### src/rtl/core/fra_pkg.sv
`timescale 1ns / 1ps

package fra_pkg;

  // fixed field widths of the frame and message items
  localparam int BUS_W  = 2;
  localparam int ID_W   = 7;
  localparam int BYTE_W = 8;

  // buses served; a header on a higher bus number drops its frame
  localparam int BUSES = 4;

  // header byte layout: bit 7 marks the last frame, bits 6..0 the message id
  localparam int HDR_LAST_BIT = 7;

  typedef struct packed {
    logic [BUS_W-1:0]  bus;
    logic [BYTE_W-1:0] data_byte;
    logic              frame_end;
  } in_item_t;

  typedef struct packed {
    logic [BUS_W-1:0]  out_bus;
    logic [ID_W-1:0]   message_id;
    logic [BYTE_W-1:0] out_byte;
    logic              message_last;
    logic              truncated;
  } out_item_t;

endpackage

### src/rtl/core/fra_stream_if.sv
`timescale 1ns / 1ps

interface fra_stream_if #(
  parameter type T = logic
) ();
  logic valid;
  logic ready;
  T     payload;

  modport source (output valid, output payload, input ready);
  modport sink   (input valid, input payload, output ready);
endinterface

### src/rtl/core/fra_slot_tbl.sv
`timescale 1ns / 1ps

module fra_slot_tbl #(
  parameter int SLOTS  = 8,
  parameter int SLOT_W = 3
) (
  input  logic                     clk,
  input  logic                     rst_n,
  input  logic                     lookup_en,
  input  logic [fra_pkg::BUS_W-1:0] lookup_bus,
  input  logic [fra_pkg::ID_W-1:0]  lookup_id,
  output logic                     found,
  output logic                     is_new,
  output logic [SLOT_W-1:0]        slot,
  input  logic                     free_en,
  input  logic [SLOT_W-1:0]        free_slot
);

  logic [SLOTS-1:0]                used_r;
  logic [fra_pkg::BUS_W-1:0]       bus_r [SLOTS];
  logic [fra_pkg::ID_W-1:0]        tag_r [SLOTS];

  logic [SLOTS-1:0]                hit;
  logic [SLOTS-1:0]                free;
  logic [SLOT_W-1:0]               hit_idx;
  logic [SLOT_W-1:0]               free_idx;
  logic                            alloc;

  // compare every slot in parallel, then take the lowest match or free slot
  always_comb begin
    hit      = '0;
    hit_idx  = '0;
    free_idx = '0;
    for (int i = 0; i < SLOTS; i++) begin
      hit[i] = used_r[i] && (bus_r[i] == lookup_bus) && (tag_r[i] == lookup_id);
    end
    free = ~used_r;
    for (int i = SLOTS - 1; i >= 0; i--) begin
      if (hit[i]) begin
        hit_idx = SLOT_W'(i);
      end
      if (free[i]) begin
        free_idx = SLOT_W'(i);
      end
    end
  end

  assign is_new = ~(|hit);
  assign found  = (|hit) | (|free);
  assign slot   = (|hit) ? hit_idx : free_idx;
  assign alloc  = lookup_en && is_new && (|free);

  always_ff @(posedge clk) begin
    if (!rst_n) begin
      used_r <= '0;
    end else begin
      if (alloc) begin
        used_r[free_idx] <= 1'b1;
      end
      if (free_en) begin
        used_r[free_slot] <= 1'b0;
      end
    end
  end

  always_ff @(posedge clk) begin
    if (alloc) begin
      bus_r[free_idx] <= lookup_bus;
      tag_r[free_idx] <= lookup_id;
    end
  end

endmodule

### src/rtl/core/frame_reassembler_top.sv
`timescale 1ns / 1ps
// Timing: a header or payload byte is taken when accepted; once a last frame ends, the first
//   message byte passes the drain state register, the read data register and the output register.
// Throughput: one frame byte per cycle while the input is open; after a last frame the input
//   stalls until the message is read out; the store streams one byte per cycle unless the output stalls.
// Reset (synchronous, rst_n low): slot pool empty, expecting a header, no drain;
//   message store and slot length memory are not cleared.

module frame_reassembler_top #(
  parameter int SLOTS       = 8,
  parameter int MSG_BYTES   = 64,
  parameter int FRAME_BYTES = 32
) (
  input  logic                clk,
  input  logic                rst_n,
  fra_stream_if.sink          in_if,
  fra_stream_if.source        out_if
);

  localparam int SLOT_W = (SLOTS > 1) ? $clog2(SLOTS) : 1;
  localparam int LEN_W  = $clog2(MSG_BYTES + 1);
  localparam int FC_W   = $clog2(FRAME_BYTES);
  localparam int DEPTH  = SLOTS * MSG_BYTES;
  localparam int ADDR_W = $clog2(DEPTH);
  localparam int META_W = LEN_W + 1;

  // top-level modes
  localparam logic ST_RUN   = 1'b0;
  localparam logic ST_DRAIN = 1'b1;

  // ---------------------------------------------------------------------------
  // Memories: message bytes per slot, and {overflow, length} per slot
  // ---------------------------------------------------------------------------
  logic [fra_pkg::BYTE_W-1:0] store_mem [DEPTH];
  logic [META_W-1:0]          meta_mem  [SLOTS];

  // ---------------------------------------------------------------------------
  // Frame tracking state
  // ---------------------------------------------------------------------------
  logic                       st_r, st_nxt;
  logic                       exp_hdr_r, exp_hdr_nxt;
  logic                       hdr_last_r, hdr_last_nxt;
  logic [fra_pkg::ID_W-1:0]   hdr_id_r, hdr_id_nxt;
  logic [fra_pkg::BUS_W-1:0]  frm_bus_r, frm_bus_nxt;
  logic                       bound_r, bound_nxt;
  logic [SLOT_W-1:0]          cur_slot_r, cur_slot_nxt;
  logic [ADDR_W-1:0]          cur_base_r, cur_base_nxt;
  logic [FC_W-1:0]            fc_r, fc_nxt;
  logic                       first_r, first_nxt;
  logic                       new_r, new_nxt;
  logic [LEN_W-1:0]           len_r, len_nxt;
  logic                       ovf_r, ovf_nxt;
  logic [META_W-1:0]          meta_q_r;

  // drain state
  logic [LEN_W-1:0]           drn_len_r, drn_len_nxt;
  logic                       drn_ovf_r, drn_ovf_nxt;
  logic [LEN_W-1:0]           drn_k_r, drn_k_nxt;
  logic                       pend_r, pend_nxt;
  logic                       pend_last_r;
  logic [fra_pkg::BYTE_W-1:0] mem_q_r;

  // output register
  logic                       out_v_r, out_v_nxt;
  fra_pkg::out_item_t         out_d_r;

  // ---------------------------------------------------------------------------
  // Request decode
  // ---------------------------------------------------------------------------
  fra_pkg::in_item_t          req;
  logic                       in_acc;
  logic                       hdr_acc;
  logic                       pay_acc;
  logic                       bus_ok;
  logic                       lookup_en;

  // slot table lookup
  logic                       lk_found;
  logic                       lk_new;
  logic [SLOT_W-1:0]          lk_slot;
  logic                       free_en;

  // payload datapath
  logic [LEN_W-1:0]           len_cur;
  logic                       ovf_cur;
  logic                       st_we;
  logic [ADDR_W-1:0]          st_waddr;
  logic                       meta_we;
  logic                       drain_go;

  // drain control
  logic                       out_free;
  logic                       issue;
  logic                       load_out;
  logic [ADDR_W-1:0]          rd_addr;

  assign req       = in_if.payload;
  assign in_if.ready = (st_r == ST_RUN);
  assign in_acc    = in_if.valid && in_if.ready;
  assign hdr_acc   = in_acc && exp_hdr_r;
  assign pay_acc   = in_acc && !exp_hdr_r;
  assign bus_ok    = int'(req.bus) < fra_pkg::BUSES;
  // a header-only frame never reaches the slot table
  assign lookup_en = hdr_acc && !req.frame_end && bus_ok;

  fra_slot_tbl #(
    .SLOTS  (SLOTS),
    .SLOT_W (SLOT_W)
  ) u_slot_tbl (
    .clk        (clk),
    .rst_n      (rst_n),
    .lookup_en  (lookup_en),
    .lookup_bus (req.bus),
    .lookup_id  (req.data_byte[fra_pkg::ID_W-1:0]),
    .found      (lk_found),
    .is_new     (lk_new),
    .slot       (lk_slot),
    .free_en    (free_en),
    .free_slot  (cur_slot_r)
  );

  // Working length and overflow: on the first payload byte of a frame take
  // them from the metadata read issued by the header (or zero for a fresh
  // slot); later bytes use the running copy.
  always_comb begin
    if (first_r) begin
      len_cur = new_r ? '0 : meta_q_r[LEN_W-1:0];
      ovf_cur = new_r ? 1'b0 : meta_q_r[LEN_W];
    end else begin
      len_cur = len_r;
      ovf_cur = ovf_r;
    end
  end

  assign st_waddr = cur_base_r + ADDR_W'(len_cur);

  // ---------------------------------------------------------------------------
  // Frame control
  // ---------------------------------------------------------------------------
  always_comb begin
    st_nxt       = st_r;
    exp_hdr_nxt  = exp_hdr_r;
    hdr_last_nxt = hdr_last_r;
    hdr_id_nxt   = hdr_id_r;
    frm_bus_nxt  = frm_bus_r;
    bound_nxt    = bound_r;
    cur_slot_nxt = cur_slot_r;
    cur_base_nxt = cur_base_r;
    fc_nxt       = fc_r;
    first_nxt    = first_r;
    new_nxt      = new_r;
    len_nxt      = len_r;
    ovf_nxt      = ovf_r;
    drn_len_nxt  = drn_len_r;
    drn_ovf_nxt  = drn_ovf_r;
    st_we        = 1'b0;
    meta_we      = 1'b0;
    drain_go     = 1'b0;

    if (hdr_acc) begin
      // latch the header; bind a slot unless the frame is header-only
      hdr_last_nxt = req.data_byte[fra_pkg::HDR_LAST_BIT];
      hdr_id_nxt   = req.data_byte[fra_pkg::ID_W-1:0];
      fc_nxt       = '0;
      bound_nxt    = 1'b0;
      if (!req.frame_end) begin
        exp_hdr_nxt = 1'b0;
        frm_bus_nxt = req.bus;
        if (bus_ok && lk_found) begin
          bound_nxt    = 1'b1;
          cur_slot_nxt = lk_slot;
          cur_base_nxt = ADDR_W'(lk_slot) * ADDR_W'(MSG_BYTES);
          new_nxt      = lk_new;
          first_nxt    = 1'b1;
        end
      end
    end

    if (pay_acc) begin
      len_nxt   = len_cur;
      ovf_nxt   = ovf_cur;
      first_nxt = 1'b0;
      if (bound_r) begin
        meta_we = 1'b1;
        if (fc_r >= FC_W'(FRAME_BYTES - 1)) begin
          // frame too long: drop the byte, flag the message
          ovf_nxt = 1'b1;
        end else begin
          fc_nxt = fc_r + FC_W'(1);
          if (len_cur < LEN_W'(MSG_BYTES)) begin
            st_we   = 1'b1;
            len_nxt = len_cur + LEN_W'(1);
          end else begin
            // message store full: drop the byte, flag the message
            ovf_nxt = 1'b1;
          end
        end
      end
      if (req.frame_end) begin
        exp_hdr_nxt = 1'b1;
        bound_nxt   = 1'b0;
        if (bound_r && hdr_last_r) begin
          // last frame done: hand the message to the drain and free the slot
          drain_go    = 1'b1;
          drn_len_nxt = len_nxt;
          drn_ovf_nxt = ovf_nxt;
          st_nxt      = ST_DRAIN;
        end
      end
    end

    // every read has moved into the output register: reopen the input
    if (st_r == ST_DRAIN && drn_k_r == drn_len_r && !pend_r) begin
      st_nxt = ST_RUN;
    end
  end

  assign free_en = drain_go;

  // ---------------------------------------------------------------------------
  // Drain: read one byte a cycle, hold the read data while the output stalls
  // ---------------------------------------------------------------------------
  assign out_free = !out_v_r || out_if.ready;
  assign issue    = (st_r == ST_DRAIN) && (drn_k_r < drn_len_r) && (!pend_r || out_free);
  assign load_out = pend_r && out_free;
  assign rd_addr  = cur_base_r + ADDR_W'(drn_k_r);

  always_comb begin
    drn_k_nxt = drain_go ? '0 : drn_k_r;
    if (issue) begin
      drn_k_nxt = drn_k_r + LEN_W'(1);
    end
    pend_nxt  = issue || (pend_r && !out_free);
    out_v_nxt = load_out || (out_v_r && !out_if.ready);
  end

  // ---------------------------------------------------------------------------
  // Registers
  // ---------------------------------------------------------------------------
  always_ff @(posedge clk) begin
    if (!rst_n) begin
      st_r       <= ST_RUN;
      exp_hdr_r  <= 1'b1;
      hdr_last_r <= 1'b0;
      bound_r    <= 1'b0;
      cur_slot_r <= '0;
      fc_r       <= '0;
      first_r    <= 1'b0;
      drn_k_r    <= '0;
      drn_len_r  <= '0;
      pend_r     <= 1'b0;
      out_v_r    <= 1'b0;
    end else begin
      st_r       <= st_nxt;
      exp_hdr_r  <= exp_hdr_nxt;
      hdr_last_r <= hdr_last_nxt;
      bound_r    <= bound_nxt;
      cur_slot_r <= cur_slot_nxt;
      fc_r       <= fc_nxt;
      first_r    <= first_nxt;
      drn_k_r    <= drn_k_nxt;
      drn_len_r  <= drn_len_nxt;
      pend_r     <= pend_nxt;
      out_v_r    <= out_v_nxt;
    end
  end

  // payload registers
  always_ff @(posedge clk) begin
    hdr_id_r   <= hdr_id_nxt;
    frm_bus_r  <= frm_bus_nxt;
    cur_base_r <= cur_base_nxt;
    new_r      <= new_nxt;
    len_r      <= len_nxt;
    ovf_r      <= ovf_nxt;
    drn_ovf_r  <= drn_ovf_nxt;
    if (issue) begin
      pend_last_r <= (drn_k_r + LEN_W'(1)) == drn_len_r;
    end
    if (load_out) begin
      out_d_r.out_bus      <= frm_bus_r;
      out_d_r.message_id   <= hdr_id_r;
      out_d_r.out_byte     <= mem_q_r;
      out_d_r.message_last <= pend_last_r;
      out_d_r.truncated    <= drn_ovf_r;
    end
  end

  // message store: one write port, one registered read port
  always_ff @(posedge clk) begin
    if (st_we) begin
      store_mem[st_waddr] <= req.data_byte;
    end
    if (issue) begin
      mem_q_r <= store_mem[rd_addr];
    end
  end

  // slot metadata: read on the header, written back on every bound payload byte
  always_ff @(posedge clk) begin
    if (meta_we) begin
      meta_mem[cur_slot_r] <= {ovf_nxt, len_nxt};
    end
    if (lookup_en) begin
      meta_q_r <= meta_mem[lk_slot];
    end
  end

  assign out_if.valid   = out_v_r;
  assign out_if.payload = out_d_r;

`ifndef SYNTHESIS
  // read data waiting on a stalled output must not be overwritten
  a_hold_rd: assert property (@(posedge clk) disable iff (!rst_n)
    (pend_r && !out_free) |=> $stable(mem_q_r))
    else $error("drain read data changed while waiting for the output");

  // the drain never reads past the message length
  a_drain_bound: assert property (@(posedge clk) disable iff (!rst_n)
    (st_r == ST_DRAIN) |-> (drn_k_r <= drn_len_r))
    else $error("drain index ran past message length");

  // no store write while a message is being streamed out
  a_no_wr_drain: assert property (@(posedge clk) disable iff (!rst_n)
    (st_r == ST_DRAIN) |-> !st_we)
    else $error("message store written during drain");
`endif

endmodule

### src/flat_wrapper.sv
// flat-port wrapper written by rule: the top's interface ports become plain ports
module frame_reassembler_top_flat import fra_pkg::*;
#(
  parameter int SLOTS       = 8,
  parameter int MSG_BYTES   = 64,
  parameter int FRAME_BYTES = 32
)
  (clk, rst_n, in_if_valid, in_if_payload, in_if_ready, out_if_valid, out_if_payload, out_if_ready);
  fra_stream_if #(.T(in_item_t)) in_if_i ();
  fra_stream_if #(.T(out_item_t)) out_if_i ();
  input  logic clk;
  input  logic rst_n;
  input wire logic [$bits(in_if_i.valid)-1:0] in_if_valid;
  input wire logic [$bits(in_if_i.payload)-1:0] in_if_payload;
  output wire logic [$bits(in_if_i.ready)-1:0] in_if_ready;
  output wire logic [$bits(out_if_i.valid)-1:0] out_if_valid;
  output wire logic [$bits(out_if_i.payload)-1:0] out_if_payload;
  input wire logic [$bits(out_if_i.ready)-1:0] out_if_ready;
  assign in_if_i.valid = in_if_valid;
  assign in_if_i.payload = in_if_payload;
  assign in_if_ready = in_if_i.ready;
  assign out_if_valid = out_if_i.valid;
  assign out_if_payload = out_if_i.payload;
  assign out_if_i.ready = out_if_ready;
  frame_reassembler_top #(.SLOTS(SLOTS), .MSG_BYTES(MSG_BYTES), .FRAME_BYTES(FRAME_BYTES)) u_core (.clk(clk), .rst_n(rst_n), .in_if(in_if_i), .out_if(out_if_i));
endmodule
### config.mk
export PLATFORM = sky130hd
export DESIGN_NAME = frame_reassembler_top_flat
export DESIGN_NICKNAME = d
export VERILOG_FILES = /design/src/rtl/core/fra_pkg.sv /design/src/rtl/core/fra_stream_if.sv /design/src/rtl/core/fra_slot_tbl.sv /design/src/rtl/core/frame_reassembler_top.sv /design/src/flat_wrapper.sv
export SDC_FILE = /design/constraint.sdc
export NUM_CORES = 2
export LEC_CHECK = 0
export BUFFER_PORTS_ARGS = -buffer_cell sky130_fd_sc_hd__buf_2
export CAP_MARGIN = 20
export CELL_PAD_IN_SITES_DETAIL_PLACEMENT = 1
export CELL_PAD_IN_SITES_GLOBAL_PLACEMENT = 2
export CORE_MARGIN = 3
export CORE_UTILIZATION = 55
export CTS_BUF_LIST = sky130_fd_sc_hd__clkbuf_16
export CTS_CLUSTER_DIAMETER = 200
export DETAILED_ROUTE_END_ITERATION = 12
export HOLD_SLACK_MARGIN = 0.02
export PLACE_DENSITY = 0.94
export REMOVE_ABC_BUFFERS = 1
export SKIP_LAST_GASP = 1
export SYNTH_ARGS = -nofsm -noshare
export SYNTH_HDL_FRONTEND = slang
export SYNTH_MEMORY_MAX_BITS = 65536
export SYNTH_SLANG_ARGS = --single-unit
### constraint.sdc
create_clock -name clk -period 8.25 [get_ports clk]
set_input_delay 1.65 -clock clk [delete_from_list [all_inputs] [get_ports clk]]
set_output_delay 1.65 -clock clk [all_outputs]
set_load 0.01 [all_outputs]
==> results.sh <==
export IMPL_gp_congestion=0.8799
export IMPL_grt_usage=0.3405
export IMPL_final_cell_mix="edfxtp_1 (4282), mux4_2 (1328), nor2_1 (563)"
export IMPL_setup_viol=0
export IMPL_clock_power_share=0.439
export IMPL_p_leak_nw=55.76
export IMPL_grt_pass1_vias=86960
export IMPL_placedInstanceArea_sq_um=172100
export IMPL_min_period_ps=6045
export IMPL_rsz0062_at_grt="no"
export IMPL_core_area_sq_um=301300
export IMPL_end_kind="flop"
export IMPL_cts_setup_buffers=0
export IMPL_remaining_drc_errors=0
export IMPL_cts_tree="done"
export IMPL_synth_edff_count=4282
export IMPL_maxSlewHeadroom=0.03264
export IMPL_cp_slowest_cell="nor2_1"
export IMPL_drtIter0Drc=16470
export IMPL_p_per_area_nw_per_um2=245.1
export IMPL_cts_root_buf="clkbuf_16"
export IMPL_vdd_drop_max_v=0.0002048
export IMPL_initial_utilization=0.5550
export IMPL_cts_resized=0
export IMPL_status="completed"
export IMPL_hold_depth=0
export IMPL_dp_slack_ps=1985
export IMPL_row_count=201
export IMPL_synth_avg_cell_area_sq_um=23.22
export IMPL_max_clock_path_buffers=4
export IMPL_crit_path_max_fanout=16
export IMPL_vias=87050
export IMPL_hold_path_class="reg2reg"
export IMPL_slew_violations=0
export IMPL_routed_wl_um=524100
export IMPL_hold_viol_final=0
export IMPL_ys_ff_latch=4327
export IMPL_port_buffers=35
export IMPL_power_w=0.04556
export IMPL_fin_skew_ps=104.0
export IMPL_worst_path_most_repeated_cell="nand2_1"
export IMPL_fin_nets=7395
export IMPL_die_y_um=557.4
export IMPL_critical_path_max_stage_delay_ps=1020
export IMPL_finalInstanceArea_sq_um=185900
export IMPL_critPathArrivalTime_ps=6680
export IMPL_cts_buffers=410
export IMPL_path_clk_slew_ps=70
export IMPL_cts_sinks=4327
export IMPL_worst_slack_ps=2205
export IMPL_drive_gt1_frac=0.2774
export IMPL_grt_max_degree=182
export IMPL_cp_required_ps=8890
export IMPL_antenna_found_initial=42
export IMPL_async_flop_share=0
export IMPL_fill_cells=23610
export IMPL_grt_pass1_wl_um=735200
export IMPL_swShare=0.2272
export IMPL_p_switching_w=0.01035
export IMPL_startpoint_type="input pin"
export IMPL_final_common_cell="edfxtp_1"
export IMPL_worst_slew_pin_slew_ps=1451
export IMPL_crit_type="in2reg"
export IMPL_clk_latency_ps=1010
export IMPL_path_cells="buf_2 -> nor2b_1 -> nor2b_1 -> nand2_1 -> nor2_1 -> nand2_1 -> nor2_2 -> nand2_1 -> nor2_1"
export IMPL_combPwrFrac=0.030
export IMPL_reg2reg_depth=9
export IMPL_wl_per_cell_um=44.88
export IMPL_yosysWarnings=0
export IMPL_max_freq_mhz=165.4
export IMPL_final_core_utilization=0.6169
export IMPL_synth_area_sq_um=167200
export IMPL_synth_flop_cell="edfxtp_1"
export IMPL_grt_overflow=0
export IMPL_pwr_share_seq=0.531
export IMPL_maxCapViolations=0
export IMPL_die_area_sq_um=310700
export IMPL_holdBufCountCts=0
export IMPL_vias_per_cell=7.454
export IMPL_drt_antenna_violating_nets=0
export IMPL_die_w_um=557.4
export IMPL_post_route_period_util=0.7327
export IMPL_internal_power_w=0.03521
export IMPL_syn_inst=7201
export IMPL_ios=36
export IMPL_areaGrowthSynthToFinish_pct=11.15
export IMPL_htree_levels=5
export IMPL_dr_pass1_iters=8
export IMPL_hpwl_um=265200
export IMPL_synth_seq_area_share=0.7744
export IMPL_yosys_cell_types_count=55
power groups by stage:
stage	Combinational (W)	Sequential (W)	Clock [W]
global route	0.00133	0.0242	0.0208
detailed placement	0.00124	0.0247	0
floorplan	0.000234	0.0247	0
finish	0.00134	0.0242	0.0200
CTS	0.00128	0.0242	0.0200
global placement	0.00121	0.0247	0
final cells by class:
| type | instances | area (sq um) | area share |
|---|---|---|---|
| flip-flops and latches | 4327 | 129500 | 0.6967 |
| multi-input cells | 2441 | 35980 | 0.1936 |
| clock buffers | 411 | 10280 | 0.05534 |
| well taps | 3958 | 4952 | 0.02665 |
| clock inverters | 339 | 3403 | 0.01831 |
| repair buffers | 158 | 1577 | 0.008482 |
| inverters | 24 | 108.9 | 0.0005857 |
| diodes | 21 | 52.55 | 0.0002827 |
path summary, 6_finish.rpt:
check                     start                        end  slack (ps)
max                 in_if_valid   u_core.store_mem[202][2]        2210
min          u_core.hdr_id_r[4]  u_core.out_if.payload[14]         420
max reg2reg      u_core.first_r   u_core.store_mem[427][1]        2420
min reg2reg  u_core.hdr_id_r[4]  u_core.out_if.payload[14]         420
flip-flops by register name (all words and copies together), names as in the netlist, 2 cells and up, named ones only:
name	cells
u_core.cur_base_r	3
u_core.cur_slot_r	3
u_core.drn_k_r	7
u_core.drn_len_r	7
u_core.fc_r	5
u_core.frm_bus_r	2
u_core.hdr_id_r	7
u_core.len_r	7
u_core.mem_q_r	8
u_core.meta_mem	64
u_core.meta_q_r	8
u_core.out_if.payload	19
u_core.store_mem	4096
u_core.u_slot_tbl.bus_r	16
u_core.u_slot_tbl.tag_r	56
u_core.u_slot_tbl.used_r	8
kinds of logic after synthesis:
family          share of synthesized area
compound gates                   0.008254
fa+ha+maj                        0.001347
buf+inv                           0.01148
simple gates                      0.01988
mux                                0.1799
xor+xnor                         0.004714
flops                              0.7744
metrics by stage:
stage	TNS (ps)	instances	hold slack (ps)
finish	0	11680	423.0
floorplan	-947900	6792	400.3
detailed placement	0	10900	406.3
global placement	0	10900	404.6
CTS	0	11650	425.2
global route	0	11660	432.9
Yosys cell counts, types with 4 or more instances:
cell type | count | area (sq um)
a211oi_1 | 16 | 120.1
a21boi_0 | 10 | 75.07
a21o_1 | 4 | 30.03
a21oi_1 | 18 | 90.09
a221oi_1 | 8 | 70.07
a22o_1 | 8 | 70.07
a22oi_1 | 22 | 165.2
a32oi_1 | 8 | 70.07
and2_1 | 22 | 137.6
and3_1 | 4 | 25.02
buf_1 | 67 | 251.5
buf_2 | 130 | 650.6
buf_4 | 25 | 187.7
buf_6 | 5 | 56.30
clkbuf_1 | 182 | 683.2
dfxtp_1 | 45 | 900.9
edfxtp_1 | 4282 | 128600
ha_1 | 18 | 225.2
inv_1 | 21 | 78.83
mux2i_1 | 18 | 180.2
mux4_2 | 1328 | 29910
nand2_1 | 101 | 379.1
nand2b_1 | 19 | 118.9
nand3_1 | 16 | 80.08
nand4_1 | 20 | 125.1
nor2_1 | 566 | 2125
nor2b_1 | 16 | 100.1
nor3_1 | 22 | 110.1
o21ai_0 | 31 | 155.2
o221a_2 | 7 | 78.83
o221ai_1 | 14 | 122.6
o311ai_1 | 7 | 61.31
o32a_1 | 14 | 140.1
or3_1 | 6 | 37.54
xnor2_1 | 77 | 674.4
xor2_1 | 13 | 113.9
routing by layer:
metal / GRT usage / up-vias / routed length, um
met1: 0.4505 / 45490 / 171600
met4: 0.1771 / 36 / 34090
li1: - / 30850 / -
met2: 0.5393 / 8924 / 253700
met5: 0 / - / 255
met3: 0.07423 / 1751 / 64480
worst max-delay path: cells and delay by family:
family	cells	cell delay [ps]
buffers and inverters	1	110
AND/OR/NAND/NOR	8	4900
Power figures use the tool's default switching activity.
